===== config.mk =====
export PLATFORM = sky130hd
export DESIGN_NAME = accel_frame_magnitude_decimator
export DESIGN_NICKNAME = d
export VERILOG_FILES = /design/src/rtl/afmd_pkg.sv /design/src/rtl/accel_frame_magnitude_decimator.sv
export SDC_FILE = /design/constraint.sdc
export NUM_CORES = 1
export LEC_CHECK = 0
export BUFFER_PORTS_ARGS = -buffer_cell sky130_fd_sc_hd__buf_4
export CAP_MARGIN = 10
export CORE_MARGIN = 1.5
export CORE_UTILIZATION = 30
export CTS_BUF_LIST = sky130_fd_sc_hd__clkbuf_4
export CTS_CLUSTER_SIZE = 14
export DETAILED_ROUTE_END_ITERATION = 8
export PLACE_DENSITY = 0.5
export RECOVER_POWER = 50
export SYNTH_ARGS = -nofsm -noshare
export SYNTH_HDL_FRONTEND = slang
export SYNTH_SLANG_ARGS = --single-unit

===== constraint.sdc =====
create_clock -name clk -period 5.3 [get_ports clk]
set_input_delay 0 -clock clk [delete_from_list [all_inputs] [get_ports clk]]
set_output_delay 0 -clock clk [all_outputs]
set_load 0.05 [all_outputs]

===== src/rtl/afmd_pkg.sv =====
// Shared types and constants for the accelerometer frame magnitude decimator.
`default_nettype none

package afmd_pkg;

    localparam int FRAME_BYTES = 6;
    localparam int HELD_BYTES  = FRAME_BYTES - 1;
    localparam int AXIS_W      = 16;
    localparam int SUM_W       = 32;
    localparam int RATIO_W     = 16;

    localparam logic [2:0]         LAST_POS    = 3'(FRAME_BYTES - 1);
    localparam logic [RATIO_W-1:0] RATIO_RESET = 16'd200;

    // Register index carried in paddr[2].
    localparam logic REG_RATIO = 1'b0;

    localparam logic [1:0] AXIS_X = 2'd0;
    localparam logic [1:0] AXIS_Y = 2'd1;
    localparam logic [1:0] AXIS_Z = 2'd2;

    typedef enum logic [3:0] {
        ST_IDLE   = 4'b0001,
        ST_SQUARE = 4'b0010,
        ST_ROOT   = 4'b0100,
        ST_DONE   = 4'b1000
    } state_t;

endpackage

`default_nettype wire


===== src/rtl/accel_frame_magnitude_decimator.sv =====
// The sixth byte of a frame starts the computation of its result word.
// Squares are formed two multiplier bits per cycle, one axis after another (X, Y, Z),
// and the root one result bit per cycle; these serial units set the rate.
// The next frame's first five bytes load meanwhile; its sixth byte waits for idle.
// Reset (rst_n, asynchronous, active low): byte position and frame count to zero,
// decimation ratio to 200, no result pending.
`default_nettype none

module accel_frame_magnitude_decimator (
    input  wire logic               clk,
    input  wire logic               rst_n,
    input  wire logic               psel,
    input  wire logic               penable,
    input  wire logic               pwrite,
    input  wire logic [2:0]         paddr,
    input  wire logic [31:0]        pwdata,
    output logic      [31:0]        prdata,
    output logic                    pready,
    input  wire logic               byte_valid,
    output logic                    byte_ready,
    input  wire logic [7:0]         fifo_byte,
    output logic                    result_valid,
    input  wire logic               result_ready,
    output logic signed [15:0]      accel_x,
    output logic signed [15:0]      accel_y,
    output logic signed [15:0]      accel_z,
    output logic      [15:0]        magnitude,
    output logic                    stream_select
);

    function automatic logic [15:0] abs16(input logic [15:0] w);
        abs16 = w[15] ? (~w + 16'd1) : w;
    endfunction

    afmd_pkg::state_t state_reg, state_next;

    logic [15:0] ratio_reg, ratio_next;
    logic [2:0]  pos_reg, pos_next;
    logic [7:0]  held_reg [afmd_pkg::HELD_BYTES];
    logic [15:0] frame_count_reg, frame_count_next;

    logic [15:0] wx_reg, wx_next;
    logic [15:0] wy_reg, wy_next;
    logic [15:0] wz_reg, wz_next;
    logic [31:0] sum_reg, sum_next;
    logic [15:0] acand_reg, acand_next;
    logic [15:0] mpy_reg, mpy_next;
    logic [2:0]  dig_reg, dig_next;
    logic [1:0]  axis_reg, axis_next;
    logic [16:0] rem_reg, rem_next;
    logic [15:0] root_reg, root_next;
    logic [3:0]  rcnt_reg, rcnt_next;

    logic        out_valid_reg, out_valid_next;
    logic [15:0] out_x_reg, out_x_next;
    logic [15:0] out_y_reg, out_y_next;
    logic [15:0] out_z_reg, out_z_next;
    logic [15:0] out_mag_reg, out_mag_next;
    logic        out_flag_reg, out_flag_next;

    logic        byte_take;
    logic        cfg_write;
    logic [17:0] pp;
    logic [31:0] pp_shifted;
    logic [18:0] rem_sh;
    logic [18:0] trial;
    logic        trial_ge;
    logic [16:0] cnt_inc;
    logic        flag;
    logic        out_free;
    logic [15:0] next_axis_word;

    // The last byte of a frame may only enter when the arithmetic unit is free.
    assign byte_ready = (pos_reg != afmd_pkg::LAST_POS) || (state_reg == afmd_pkg::ST_IDLE);
    assign byte_take  = byte_valid && byte_ready;

    assign pready    = 1'b1;
    assign cfg_write = psel && penable && pwrite && (paddr[2] == afmd_pkg::REG_RATIO);
    assign prdata    = (paddr[2] == afmd_pkg::REG_RATIO) ? {16'd0, ratio_reg} : 32'd0;

    // One radix-4 digit of the multiplier times the magnitude of the axis.
    assign pp = ({18{mpy_reg[0]}} & {2'b00, acand_reg})
              + ({18{mpy_reg[1]}} & {1'b0, acand_reg, 1'b0});
    assign pp_shifted = {14'd0, pp} << {dig_reg, 1'b0};

    // Bit-serial restoring square root, two radicand bits per step.
    assign rem_sh   = {rem_reg, sum_reg[31:30]};
    assign trial    = {1'b0, root_reg, 2'b01};
    assign trial_ge = rem_sh >= trial;

    assign cnt_inc  = {1'b0, frame_count_reg} + 17'd1;
    assign flag     = cnt_inc >= {1'b0, ratio_reg};
    assign out_free = !out_valid_reg || result_ready;

    always_comb
    begin
        unique case (axis_reg)
            afmd_pkg::AXIS_X: next_axis_word = wy_reg;
            afmd_pkg::AXIS_Y: next_axis_word = wz_reg;
            default:          next_axis_word = wx_reg;
        endcase
    end

    always_comb
    begin
        ratio_next       = cfg_write ? pwdata[15:0] : ratio_reg;
        pos_next         = pos_reg;
        frame_count_next = frame_count_reg;
        state_next       = state_reg;
        wx_next          = wx_reg;
        wy_next          = wy_reg;
        wz_next          = wz_reg;
        sum_next         = sum_reg;
        acand_next       = acand_reg;
        mpy_next         = mpy_reg;
        dig_next         = dig_reg;
        axis_next        = axis_reg;
        rem_next         = rem_reg;
        root_next        = root_reg;
        rcnt_next        = rcnt_reg;
        out_valid_next   = out_valid_reg && !result_ready;
        out_x_next       = out_x_reg;
        out_y_next       = out_y_reg;
        out_z_next       = out_z_reg;
        out_mag_next     = out_mag_reg;
        out_flag_next    = out_flag_reg;

        if (byte_take)
        begin
            pos_next = (pos_reg == afmd_pkg::LAST_POS) ? 3'd0 : pos_reg + 3'd1;
        end

        unique case (state_reg)
            afmd_pkg::ST_IDLE:
            begin
                if (byte_take && (pos_reg == afmd_pkg::LAST_POS))
                begin
                    wx_next    = {held_reg[0], held_reg[1]};
                    wy_next    = {held_reg[2], held_reg[3]};
                    wz_next    = {held_reg[4], fifo_byte};
                    acand_next = abs16({held_reg[0], held_reg[1]});
                    mpy_next   = abs16({held_reg[0], held_reg[1]});
                    sum_next   = 32'd0;
                    dig_next   = 3'd0;
                    axis_next  = afmd_pkg::AXIS_X;
                    state_next = afmd_pkg::ST_SQUARE;
                end
            end
            afmd_pkg::ST_SQUARE:
            begin
                sum_next = sum_reg + pp_shifted;
                mpy_next = {2'b00, mpy_reg[15:2]};
                dig_next = dig_reg + 3'd1;
                if (dig_reg == 3'd7)
                begin
                    if (axis_reg == afmd_pkg::AXIS_Z)
                    begin
                        rem_next   = 17'd0;
                        root_next  = 16'd0;
                        rcnt_next  = 4'd0;
                        state_next = afmd_pkg::ST_ROOT;
                    end
                    else
                    begin
                        axis_next  = axis_reg + 2'd1;
                        acand_next = abs16(next_axis_word);
                        mpy_next   = abs16(next_axis_word);
                    end
                end
            end
            afmd_pkg::ST_ROOT:
            begin
                sum_next  = {sum_reg[29:0], 2'b00};
                rem_next  = trial_ge ? 17'(rem_sh - trial) : rem_sh[16:0];
                root_next = {root_reg[14:0], trial_ge};
                rcnt_next = rcnt_reg + 4'd1;
                if (rcnt_reg == 4'd15)
                begin
                    state_next = afmd_pkg::ST_DONE;
                end
            end
            afmd_pkg::ST_DONE:
            begin
                if (out_free)
                begin
                    out_valid_next   = 1'b1;
                    out_x_next       = wx_reg;
                    out_y_next       = wy_reg;
                    out_z_next       = wz_reg;
                    out_mag_next     = root_reg;
                    out_flag_next    = flag;
                    frame_count_next = flag ? 16'd0 : cnt_inc[15:0];
                    state_next       = afmd_pkg::ST_IDLE;
                end
            end
            default:
            begin
                state_next = afmd_pkg::ST_IDLE;
            end
        endcase
    end

    always_ff @(posedge clk or negedge rst_n)
    begin
        if (!rst_n)
        begin
            state_reg       <= afmd_pkg::ST_IDLE;
            ratio_reg       <= afmd_pkg::RATIO_RESET;
            pos_reg         <= 3'd0;
            frame_count_reg <= 16'd0;
            out_valid_reg   <= 1'b0;
        end
        else
        begin
            state_reg       <= state_next;
            ratio_reg       <= ratio_next;
            pos_reg         <= pos_next;
            frame_count_reg <= frame_count_next;
            out_valid_reg   <= out_valid_next;
        end
    end

    always_ff @(posedge clk)
    begin
        if (byte_take && (pos_reg != afmd_pkg::LAST_POS))
        begin
            held_reg[pos_reg] <= fifo_byte;
        end
        wx_reg       <= wx_next;
        wy_reg       <= wy_next;
        wz_reg       <= wz_next;
        sum_reg      <= sum_next;
        acand_reg    <= acand_next;
        mpy_reg      <= mpy_next;
        dig_reg      <= dig_next;
        axis_reg     <= axis_next;
        rem_reg      <= rem_next;
        root_reg     <= root_next;
        rcnt_reg     <= rcnt_next;
        out_x_reg    <= out_x_next;
        out_y_reg    <= out_y_next;
        out_z_reg    <= out_z_next;
        out_mag_reg  <= out_mag_next;
        out_flag_reg <= out_flag_next;
    end

    assign result_valid  = out_valid_reg;
    assign accel_x       = out_x_reg;
    assign accel_y       = out_y_reg;
    assign accel_z       = out_z_reg;
    assign magnitude     = out_mag_reg;
    assign stream_select = out_flag_reg;

endmodule

`default_nettype wire

Word-level counts from Yosys, hierarchy flattened
Memory sizes are Yosys's and may differ from the RTL's. A register that Yosys moved wholly into a read port is not among the register bits.
Index checks and enable logic that the tools add are counted.
{"block": "classes", "mux": 41, "n_eq_ne": 16, "n_addsub": 10, "reduce_logical": 22, "magnitude_cmp": 2, "shifts": 1, "n_bitwise": 5}
{"op": "2-to-1 mux 16 bit", "n": 11}
{"op": "one-hot mux 16 bit (2 select lines)", "n": 4}
{"op": "one-hot mux 32 bit (3 select lines)", "n": 1}
{"op": "2-to-1 mux 17 bit", "n": 3}
{"op": "one-hot mux 17 bit (2 select lines)", "n": 1}
{"op": "adder 16 x 1 -> 16 bit (second input constant)", "n": 2}
{"op": "adder 32 bit", "n": 1}
{"op": "2-to-1 mux 32 bit", "n": 1}
{"op": "inverter 16 bit", "n": 2}
{"op": "left shift 18 x 4 -> 32 bit", "n": 1}
{"op": "2-to-1 mux 4 bit", "n": 7}
{"op": ">= comparator 19 x 18 -> 1 bit", "n": 1}
{"op": "adder 18 bit", "n": 1}
{"op": "AND 18 x 16 -> 18 bit", "n": 1}
{"op": "AND 18 x 17 -> 18 bit", "n": 1}
{"op": "adder 16 x 1 -> 17 bit (second input constant)", "n": 1}
{"op": ">= comparator 17 x 16 -> 1 bit", "n": 1}
{"op": "subtractor 17 bit", "n": 1}
{"op": "one-hot mux 4 bit (4 select lines)", "n": 1}
{"op": "inequality test 2 bit (second input constant)", "n": 5}
{"op": "equality test 4 bit (second input constant)", "n": 2}
{"op": "one-hot mux 4 bit (2 select lines)", "n": 1}
{"op": "AND reduction 2 bit", "n": 4}
{"op": "logical AND 1 bit", "n": 7}
{"op": "other kinds (25)", "n": 36}
{"block": "word_totals", "ramBits": 40, "reg_bits": 243, "word_cells": 118, "n_memories": 1}
{"name": "held_reg", "words": 5, "word_bits": 8, "rd": 5, "rd_ports_with_merged_regs": 3, "write_ports": 1, "line_no": "accel_frame_magnitude_decimator.sv:39", "source": "logic [7:0] held_reg [afmd_pkg::HELD_BYTES];"}

Depth between registers and ports, before layout
Gate-level depths: netlist of the first run.
{"block": "logic_depth", "ltp_word": 8, "depth_mapped": 24}

Least setup slack after synthesis of the first run
Ideal clock, no wire load.
{"block": "synth_path", "path_type": "reg2reg", "startpoint": "register mpy_reg[0]", "endpoint": "register sum_reg[29] (data pin)", "path_stages_with_launch": 24, "arrival_time_ns": 4.542, "setup_time_ns": 0.263, "synth_period_minus_slack_ns": 4.805, "slack_ns": 0.495, "path_cell_list": "edfxtp_1 -> clkbuf_1 -> nand2_1 -> inv_1 -> ha_1 -> a21o_1 -> a21oi_1 -> o21ai_1 -> a211o_1 -> a21oi_2 -> xor2_1 -> a211oi_1 -> mux2i_1 -> mux2i_1 -> ha_1 -> a21o_1 -> a21o_1 -> a21oi_1 -> o21ai_0 -> nor2b_1 -> or3_1 -> a221oi_2 -> xor2_1 -> o21ai_1"}
{"block": "synth_via", "elab_chain_len": 5}
{"element": "start, declared", "line_no": "accel_frame_magnitude_decimator.sv:47", "source": "logic [15:0] mpy_reg, mpy_next;"}
{"element": "start signal, assigned", "line_no": "accel_frame_magnitude_decimator.sv:234", "source": "mpy_reg <= mpy_next;"}
{"element": "AND 18 x 16 -> 18 bit", "line_no": "accel_frame_magnitude_decimator.sv:82", "source": "assign pp = ({18{mpy_reg[0]}} & {2'b00, acand_reg})"}
{"element": "adder 18 bit", "line_no": "accel_frame_magnitude_decimator.sv:83", "source": "+ ({18{mpy_reg[1]}} & {1'b0, acand_reg, 1'b0});"}
{"element": "left shift 18 x 4 -> 32 bit", "line_no": "accel_frame_magnitude_decimator.sv:84", "source": "assign pp_shifted = {14'd0, pp} << {dig_reg, 1'b0};"}
{"element": "adder 32 bit", "line_no": "accel_frame_magnitude_decimator.sv:151", "source": "sum_next = sum_reg + pp_shifted;"}
{"element": "one-hot mux 32 bit (3 select lines)", "line_no": "accel_frame_magnitude_decimator.sv:133", "source": "unique case (state_reg)"}
{"element": "via sum_next[29]", "line_no": "accel_frame_magnitude_decimator.sv:45", "source": "logic [31:0] sum_reg, sum_next;"}
{"element": "end signal, assigned", "line_no": "accel_frame_magnitude_decimator.sv:232", "source": "sum_reg <= sum_next;"}
{"element": "end, declared", "line_no": "accel_frame_magnitude_decimator.sv:45"}
The timed path passes the listed nets, and every way through them passes these cells.
A chain may end at the register's enable or synchronous reset.

Worst setup path after layout of the first run
{"block": "layout_path", "startpoint": "register mpy_reg[0]", "endpoint": "register sum_reg[30] (data pin)"}
The elaborated chain is that of the path after synthesis.

==> metrics.txt, run 1 <==
crit path buf inv count=2; period utilisation layout=0.945; post-synthesis compound-gate area fraction=0.152; Detail Placement HPWL=between 20000 and 30000 µm; Startpoint Class=flip-flop; final setup vio count=0; WL final=a little over 40000 µm; sw power=roughly 2.1 mW; Post-Synthesis Cells=1506; Slowest cell on crit path=edfxtp_1; sw frac=0.323; 1st-pass router iterations=4; setup TNS=0 ns; outcome=finished with violations; XOR/XNOR Fraction of Synth Area=0.0455; root buffer cell=clkbuf_4; NumNets Final=between 1500 and 2000; Synth Flop Type=edfxtp_1; Avg Cell Area, Syn=roughly 11 µm²; die area=approximately 57000 µm²; number of synthesized flops with an enable pin=259; post-route cell area=approximately 20000 µm²; fill cell count=around 5500; H-tree levels=3; main area contributors after synthesis=edfxtp_1 47%, ha_1 6.7%, dfrtp_1 5.4%; CP top delay family=compound AO/OA/AOI/OAI gates; Leak=between 7 and 8 nW; Worst-Margin Slew=2.17 ns; Routed Antenna Nets=0; largest family of logic cells by synthesized area=compound AO/OA/AOI/OAI gates; post-synth top area share=0.470; max reg flops=40; Crit path arrival time=5.55 ns; worst r2r src=mpy_reg[0]; via count=~12000; Tightest Hold Check Type=in -> reg; Die X=approximately 240 µm; Clk pwr share=0.303; Combinational Power Share=0.265; Clock Skew=between 0.06 and 0.07 ns; mux cell area share after synthesis=0.0291; met1 wire length=around 19000 µm; post-synth top area cell=edfxtp_1; total chip power=between 6 and 7 mW; CP cell instances=buf_6, and2_1, ha_1, nor4_2, o21ai_2, a211o_1, a21oi_4, xor2_2, o21ai_2, o21ai_2, mux2i_1, ha_1, nand4_1, nor2_2, o2111ai_2, a31oi_1, buf_4, o21ai_2, o211ai_1, o41ai_2, xnor2_1, a22o_1; CTS tree=built; clock buffer depth=3; routed len/inst=about 16 µm; Max Cap Violations=3; maximum vdd drop=around 0.00018 V; global route total overflow=0; #FFs+latches synth=299; most frequent CP cell=o21ai_2; via/cell ratio=~4.9; pwr dens=about 340 nW/µm²; DR WL met3=1950 µm; clk_lat worst skew=approximately 0.8 ns; post-detailed-route DRC marker count=0; initial DRC count=just under 700; sequential cell fraction of total power=0.432; asr flop ratio synth=0.134; Area growth syn-to-layout=19.4%; CP startpoint=mpy_reg[0]; clk sinks=approximately 300; end of the critical path=sum_reg[30]; violated checks=capacitance limit, slew limit; Yosys Warn Count=0; setup ws final=~0.29 ns; Max Slew Vio Count=77; Final Hold Fails=0; Max-slew headroom=-0.443; flop2flop setup slack=0.29 ns; area share of fa/ha/maj cells after synthesis=0.0697; Setup crit end kind=flip-flop; DR WL met2=roughly 19000 µm; sequential area share after synthesis=0.530; clk slew on worst S/H paths=0.06 ns; GPL Wtd Cong=0.808; initial core utilization=0.305; worst r2r path cells=22; share of cells above drive strength 1=0.167; Synth cell types=between 80 and 90; Fmax=0.200 GHz; CORE AREA=about 54000 µm²; Final min period=around 5 ns; largest net degree at the start of global routing=65; vias in the first global route=about 12000; area post-placement=18300 µm²; Worst EP required=a little under 6 ns; initial antenna violation count=2; worst hold slack=0.145 ns; I/O pins=150; crit-path max FO=8; critical path depth=22; FP Rows=85; dpl cells=about 2300; Core Util, Final=0.365; first-pass GRT wire length=63100 µm; Layout Cells excl Fill=approximately 2500; die height=238 µm; internal power=4.51 mW; CTS buffer count=83; Synth Cell Area=between 15000 and 20000 µm²; total global-route track usage=0.139; reg2reg end=sum_reg[30]; worst setup path class=reg -> reg; pre-CTS setup slack=about 0.05 ns; Simple-Gate Fraction of Synth Area=0.136; slowest cell delay on critical path=about 0.45 ns; port bufs=around 110; Highest Signal Layer=met4
kinds of logic after synthesis:
kind of cell	Yosys count
AO/OA/AOI/OAI	387
XOR/XNOR	86
adder cells (fa/ha/maj)	91
buffers and inverters	136
flip-flops	299
multiplexers	46
other	2
AND/OR/NAND/NOR	459
power by group through the flow:
| stage | combinational (mW) | sequential [mW] | clock [mW] |
|---|---|---|---|
| 4_1_cts | 1.67 | 2.87 | 2.11 |
| 2_1_floorplan | 1.24 | 2.87 | 0 |
| 5_1_grt | 1.96 | 2.90 | 2.22 |
| 6_report | 1.77 | 2.87 | 2.01 |
| 3_5_place_dp | 1.63 | 2.92 | 0 |
| 3_3_place_gp | 1.62 | 2.92 | 0 |
cell type report:
type | count | area [µm²] | area share
Multi-Input combinational cell | 1086 | 7470 | 0.378
Sequential cell | 299 | 8780 | 0.444
Inverter | 61 | 230 | 0.0116
Antenna cell | 3 | 7.51 | 0.000380
Timing Repair Buffer | 217 | 1450 | 0.0731
Clock buffer | 118 | 886 | 0.0448
Tap cell | 696 | 871 | 0.0440
Clock inverter | 16 | 86.3 | 0.00436
synthesized netlist by cell type, types with 5 or more instances:
library cell,instances
o21ai_1,23
or3_1,5
o22ai_1,5
a21oi_1,88
nor2_1,128
a211oi_1,15
a31oi_1,12
o211ai_1,9
a22o_1,21
nand3b_1,6
dfrtp_1,36
buf_4,17
clkbuf_1,42
xor2_1,33
o21bai_1,5
nand3_1,24
and3_1,24
ha_1,89
buf_2,5
xnor2_1,53
nand2_1,129
o21a_1,23
nand2b_1,12
mux2_2,17
edfxtp_1,259
inv_1,60
mux2i_1,29
nor3_1,24
o31ai_1,8
buf_1,6
nor2b_1,23
o21ai_0,92
a21o_1,36
a21oi_2,5
buf_6,5
nand4_1,12
nor4_1,5
and2_1,39
routing by layer:
layer	global-route usage	vias up
li1	-	6018
met1	0.182	5854
met2	0.222	219
met3	0.0373	66
met4	0.0484	0
met5	0	-
cells in the final DEF (no fill, tap or decap), types with 9 or more instances in the layout:
cell type      count
ha_1              84
o21a_1            23
o21ai_0           82
o21ai_1           26
xor2_1            31
buf_4             69
a21oi_1           82
conb_1            17
a21o_1            36
and3_1            24
nand3_1           23
nand2_1          129
nand2b_1          12
a31oi_1           11
inv_1             58
nor2_1           126
xnor2_1           53
mux2i_1           27
nor3_1            24
and2_1            38
dfrtp_1           36
a211oi_1           9
nand4_1           12
edfxtp_1         259
a22o_1            21
o211ai_1           9
mux2_2            17
clkbuf_1          86
nor2b_1           23
dlygate4sd3_1     53
clkbuf_4         125
timing repair:
item                                   4_1_cts  5_1_grt
buffers inserted                             0       13
endpoints found under the hold margin      160        0
resized for setup                            0       60
hold buffers                                54        0
setup endpoints to repair                    0       12
worst min-delay path, cell delays in order:
cell and delay [ns]:
dlygate4sd3_1 0.54, buf_4 0.10, nand2b_1 0.15, nand2_1 0.07
worst min-delay path by stage:
stage                       startpoint  slack [ns]                 end  cells after the start
final                     result_ready        0.15        result_valid                      4
after floorplan                  rst_n       -0.30  frame_count_reg[0]                      0
after global placement           rst_n        0.03          pos_reg[0]                      1
after global routing        byte_valid        0.11          pos_reg[0]                      5
after detailed placement         rst_n        0.03          pos_reg[0]                      1
after CTS                   byte_valid        0.05          pos_reg[0]                      5
(Power assumes the default switching activity.)
==> run 2: changes to the inputs <==
Settings changed: ABC_AREA from default to 1.
==> run 2 against run 1 <==
Against the previous run:
- the run still ends with capacitance limit, slew limit left
- fmax grew 16%
- design area grew 3.7%
- critical path depth grew 2
- critical endpoint is now sum_reg[23]
- largest power group is now combinational logic
==> metrics.txt, run 2 <==
largest net degree at the start of global routing=66 (+1.5%); clk sinks=299 (unchanged); #FFs+latches synth=299 (unchanged); clk slew on worst S/H paths=0.06 ns (about the same); FP Rows=88 (+3.5%); Max-slew headroom=-0.419 (+0.0245); Clock Skew=0.0509 ns (-0.0129 ns); Detail Placement HPWL=32800 µm (+20%); main area contributors after synthesis=edfxtp_1 44%, nand2_1 11%, ha_1 6.3%; sequential cell fraction of total power=0.327 (-0.105); sequential area share after synthesis=0.500 (-0.0305); CTS tree=built; I/O pins=150 (unchanged); Crit path arrival time=4.90 ns (-0.65 ns); Die X=245 µm (+3.0%); Fmax=0.231 GHz (+16%); Setup crit end kind=flip-flop; CORE AREA=57800 µm² (+6.6%); clk_lat worst skew=0.84 ns (+0.02 ns); violated checks=capacitance limit, slew limit; count leader, synth=nand2_1; Layout Cells excl Fill=3104 (+24%); Startpoint Class=flip-flop; area post-placement=19200 µm² (+5.2%); Clk pwr share=0.180 (-0.123); initial core utilization=0.304 (-0.00133); WL final=44800 µm (+11%); root buffer cell=clkbuf_4; Synth cell types=56 (-36%); Avg Cell Area, Syn=8.55 µm² (-22%); routed len/inst=14.4 µm (-11%); commonest non-fill, non-tap cell in the layout=nand2_1; via/cell ratio=4.68 (-3.9%); internal power=6.06 mW (+34%); Synth Cell Area=17600 µm² (+6.1%); post-detailed-route DRC marker count=0 (unchanged); pwr dens=548 nW/µm² (+63%); global route total overflow=0 (unchanged); Yosys Warn Count=0 (unchanged); setup TNS=0 ns (unchanged); asr flop ratio synth=0.134 (unchanged); final setup vio count=0 (unchanged); NumNets Final=2412 (+28%); post-route cell area=20500 µm² (+3.7%); post-synth top area share=0.443 (-0.0270); commonest cells after routing, fill and taps aside=520 x nand2_1, 259 x edfxtp_1, 240 x inv_1, 206 x nor2_1, 162 x nand3_1; Routed Antenna Nets=0 (unchanged); RSZ-0062 raised after global routing=no; worst hold slack=0.147 ns (+0.00152 ns); Area growth syn-to-layout=16.7%; first-pass GRT wire length=73300 µm (+16%); crit-path max FO=12 (+4); via count=14500 (+19%); Post-Synthesis Cells=2055 (+36%); fill cell count=6072 (+11%); worst setup path class=reg -> reg; Post-synth top cells=520 x nand2_1, 259 x edfxtp_1, 241 x inv_1, 206 x nor2_1, 162 x nand3_1; sw power=5.18 mW (+140%); number of synthesized flops with an enable pin=259 (unchanged); H-tree levels=3 (unchanged); GPL Wtd Cong=0.889 (+10%); total global-route track usage=0.152 (+0.0125); Max Cap Violations=2 (-1); port bufs=114 (unchanged); share of cells above drive strength 1=0.0925 (-0.0744); die area=60000 µm² (+6.0%); Leak=9.13 nW (+20%); Max Slew Vio Count=107 (+39%); clock buffer depth=3 (unchanged); Worst EP required=5.87 ns (+0.03 ns); Tightest Hold Check Type=in -> reg; outcome=finished with violations; die height=245 µm (+3.0%); CTS buffer count=81 (-2.4%); sw frac=0.461 (+0.138); Final min period=4.33 ns (-0.677 ns); post-synth top area cell=edfxtp_1; max reg flops=40 (unchanged); period utilisation layout=0.818 (-0.128); Worst-Margin Slew=2.13 ns (-0.0368 ns); initial DRC count=958 (+40%); Core Util, Final=0.355 (-0.00981); 1st-pass router iterations=5 (+1); vias in the first global route=14600 (+22%); initial antenna violation count=2 (unchanged); dpl cells=2891 (+26%); Final Hold Fails=0 (unchanged); Combinational Power Share=0.492 (+0.227); Synth Flop Type=edfxtp_1; maximum vdd drop=0.000190 V (+5.6%)
-- run 2: cell count changes in the layout (fill, tap and decap cells not counted), moves of 39 or more --
| cell | before | now |
|---|---|---|
| nand3_1 | 23 | 162 |
| inv_1 | 58 | 240 |
| a21oi_1 | 82 | 131 |
| nor2_1 | 126 | 206 |
| nand2_1 | 129 | 520 |
| xnor2_1 | 53 | 14 |
-- run 2: per-stage QoR --
| stage | power [mW] | setup slack, ns |
|---|---|---|
| 5_1_grt | 12.3 | 0.326 |
| 3_5_place_dp | 9.28 | 0.674 |
| 6_report | 11.2 | 0.967 |
| 3_3_place_gp | 9.24 | 0.729 |
| 2_1_floorplan | 7.78 | 0.378 |
| 4_1_cts | 11.4 | 0.654 |
-- run 2: path summary, 6_finish.rpt --
path,startpoint,endpoint,slack [ns],depth (start not counted)
max,mpy_reg[0],sum_reg[23],0.97,24
min,penable,ratio_reg[6],0.15,4
max reg2reg,mpy_reg[0],sum_reg[23],0.97,24
min reg2reg,held_reg[3][3],wy_reg[3],0.41,0
max in group asynchronous,rst_n,frame_count_reg[8],3.02,4
min in group asynchronous,rst_n,ratio_reg[5],1.03,4
-- run 2: power by group through the flow --
stage	logic [mW]	clock network (mW)	registers (mW)
final	5.53	2.02	3.68
after global placement	5.51	0	3.73
after global routing	6.32	2.24	3.75
after floorplan	4.02	0	3.76
after detailed placement	5.54	0	3.74
after CTS	5.60	2.12	3.70
-- run 2: cell families (layout without fill, tap and decap cells) --
group	count (synthesis)	in the layout	synth area share
buffers and inverters	318	582	0.0745
AO/OA/AOI/OAI	317	317	0.0990
XOR/XNOR	35	35	0.0174
other	2	22	0.000427
flip-flops	299	299	0.500
adder cells (fa/ha/maj)	91	91	0.0656
AND/OR/NAND/NOR	993	993	0.243
-- run 2: layer usage --
layer	wire length [µm]	global-route usage	vias to the layer above	share of wire
li1	-	-	7372	-
met4	838	0.0468	0	0.019
met1	21200	0.202	6761	0.47
met3	2210	0.0335	66	0.049
met2	20500	0.245	325	0.46
met5	0	0	-	0
-- run 2: cell type report --
type	count	area (µm²)	area share
repair buffers	191	1250	0.0609
clock inverters	35	188	0.00915
well taps	765	957	0.0467
inverters	245	920	0.0448
flip-flops and latches	299	8780	0.428
clock buffers	111	833	0.0406
multi-input cells	1453	7570	0.369
diodes	5	12.5	0.000610
-- run 2: repair_timing --
action,CTS,global route
hold buffers,55,2
endpoints found under the hold margin,144,16
setup endpoints to repair,0,2
resized for setup,0,0
setup buffers,0,4
-- run 2: worst max-delay path, stage by stage, from the launching register on --
cell and delay, ns:
edfxtp_1 0.46, buf_4 0.22, nand2_1 0.06, inv_1 0.04
ha_1 0.34, a21oi_1 0.25, nor2_1 0.06, nor2_1 0.09
nand2_1 0.13, or2_2 0.31, nand3_1 0.09, nand3_1 0.12
nand3_1 0.13, o21ai_0 0.17, ha_1 0.41, nand2_1 0.13
nor2_1 0.22, nor3b_1 0.22, nand2_1 0.08, nand2_1 0.15
inv_1 0.06, o21bai_1 0.15, nand2_1 0.07, nand2_1 0.05
o21ai_0 0.07
==> run 3: changes to the inputs <==
Settings changed: ABC_AREA 1 to 0, PLACE_DENSITY 0.5 to 0.52.
Clock period 5.3 ns to 3.7 ns, I/O delays scaled along.
==> run 3 against run 2 <==
Against the previous run:
- design area up 6.8%
- combinational power down 35%
- count of clock-buffer cells in the layout up 8
- largest cell class unchanged
- largest power group is now sequential cells
- setup slack worse by 2.2 ns
- the run ends with capacitance limit, slew limit, setup timing left
- clock power up 50%
==> metrics.txt, run 3 (synthesis results as in run 1) <==
total global-route track usage=0.149 (-0.00278); Leak=8.70 nW (-4.8%); post-route cell area=21900 µm² (+6.8%); clk sinks=299 (unchanged); GPL Wtd Cong=0.815 (-8.3%); period utilisation layout=1.34 (+0.526); port bufs=114 (unchanged); outcome=finished with violations; maximum vdd drop=0.000305 V (+60%); initial core utilization=0.305 (+0.00133); Max Slew Vio Count=80 (-25%); violated checks=capacitance limit, slew limit, setup timing; max reg flops=40 (unchanged); Crit path arrival time=5.55 ns (+0.65 ns); Routed Antenna Nets=0 (unchanged); worst setup path class=reg -> reg; crit-path max FO=5 (-7); Setup crit end kind=flip-flop; commonest non-fill, non-tap cell in the layout=edfxtp_1; die height=238 µm (-2.9%); area post-placement=19500 µm² (+1.7%); CTS tree=built; Worst EP required=4.28 ns (-1.59 ns); Layout Cells excl Fill=2693 (-13%); CORE AREA=54200 µm² (-6.2%); Die X=238 µm (-2.9%); WL final=42900 µm (-4.3%); share of cells above drive strength 1=0.287 (+0.195); Startpoint Class=flip-flop; global route total overflow=0 (unchanged); Detail Placement HPWL=29500 µm (-10%); clk_lat worst skew=0.83 ns (about the same); dpl cells=2444 (-15%); H-tree levels=3 (unchanged); total chip power=10.8 mW (-4.2%); Tightest Hold Check Type=in -> reg; NumNets Final=2071 (-14%); setup TNS=-20.33 ns (-20.33 ns); via/cell ratio=4.80 (+2.6%); routed len/inst=15.9 µm (+10%); 1st-pass router iterations=5 (unchanged); clk slew on worst S/H paths=0.06 ns (about the same); initial DRC count=572 (-40%); commonest cells after routing, fill and taps aside=259 x edfxtp_1, 243 x buf_4, 127 x clkbuf_4, 125 x nand2_1, 123 x nor2_1; Max Cap Violations=2 (unchanged); final setup vio count=26 (+26); post-detailed-route DRC marker count=0 (unchanged); Fmax=0.201 GHz (-13%); die area=56600 µm² (-5.7%); Area growth syn-to-layout=32.3%; pwr dens=491 nW/µm² (-10%); via count=12900 (-11%); root buffer cell=clkbuf_4; clock buffer depth=3 (unchanged); I/O pins=150 (unchanged); FP Rows=85 (-3.4%); Final min period=4.97 ns (+0.640 ns); largest net degree at the start of global routing=50 (-24%); first-pass GRT wire length=67600 µm (-7.8%); setup ws final=-1.27 ns (-2.24 ns); Worst-Margin Slew=2.24 ns (+0.115 ns); Final Hold Fails=0 (unchanged); RSZ-0062 raised after global routing=yes; Max-slew headroom=-0.495 (-0.0764); initial antenna violation count=3 (+1); Clock Skew=0.0785 ns (+0.0276 ns); vias in the first global route=12800 (-12%); pre-CTS setup slack=-1.27 ns (-1.95 ns); CTS buffer count=82 (+1.2%)
run 3: cell types whose count changed in the layout (fill, tap and decap cells not counted), moves of 29 or more:
cell     delta
buf_4     +204
inv_1     -184
nor2_1     -83
a21oi_1    -60
nand3_1   -139
and2_1     +29
nand2_1   -395
o21ai_0    -48
xnor2_1    +34
run 3: layout make-up:
type | count | area, µm²
fill | 5356 | 32300
sequential | 299 | 8780
multi-input combinational | 1086 | 8030
timing repair buffer | 400 | 2940
clock buffer | 119 | 893
tap | 696 | 871
inverter | 61 | 230
clock inverter | 29 | 163
antenna | 3 | 7.51
run 3: power by group:
| group | internal, mW | total, mW | switching (mW) |
|---|---|---|---|
| logic | 1.76 | 3.60 | 1.84 |
| clock network | 1.56 | 3.04 | 1.49 |
| registers | 3.96 | 4.12 | 0.163 |
run 3: worst max-delay path: stages (launching register included):
cell,delay [ns]
edfxtp_1,0.45
buf_4,0.18
and2_4,0.13
ha_4,0.22
nor4_4,0.29
a21oi_2,0.06
and3_4,0.16
a211o_1,0.30
buf_4,0.15
a2111o_1,0.35
o211ai_1,0.15
o21a_1,0.24
nand3_1,0.12
o21ai_2,0.09
ha_1,0.27
buf_6,0.13
a211oi_4,0.23
nand2b_1,0.13
o21ai_2,0.15
o211ai_1,0.16
o41ai_2,0.42
xnor2_1,0.13
a22o_1,0.21
run 3: timing repair:
| item | in CTS | in global routing |
|---|---|---|
| gates resized for setup | 88 | 62 |
| pin swaps | 57 | 60 |
| setup buffers | 26 | 18 |
| endpoints found under the hold margin | 160 | 0 |
| endpoints found under the setup margin | 26 | 27 |
| hold buffers | 54 | 0 |
run 3: layer usage:
| metal | part of all wire | vias up | GRT usage |
|---|---|---|---|
| met5 | 0.00030 | - | 0 |
| met4 | 0.020 | 2 | 0.0481 |
| met3 | 0.046 | 68 | 0.0359 |
| met2 | 0.48 | 246 | 0.247 |
| met1 | 0.46 | 6214 | 0.192 |
| li1 | - | 6397 | - |
run 3: worst paths after layout:
kind	from	to	slack [ns]	cells past startpoint
setup / recovery	mpy_reg[1]	sum_reg[30]	-1.27	22
hold / removal	result_ready	result_valid	0.11	4
setup reg to reg	mpy_reg[1]	sum_reg[30]	-1.27	22
hold reg to reg	held_reg[4][6]	wz_reg[14]	0.41	0
max in group asynchronous	rst_n	state_reg[2]	1.26	4
min in group asynchronous	rst_n	frame_count_reg[7]	1.14	4
run 3: per-stage QoR:
| stage | utilization | hold slack (ns) |
|---|---|---|
| after floorplan | - | -0.296 |
| after global placement | 0.360 | 0.0167 |
| after detailed placement | 0.360 | 0.0148 |
| after CTS | 0.401 | 0.0219 |
| after global routing | 0.404 | 0.0967 |
| final | 0.404 | 0.114 |
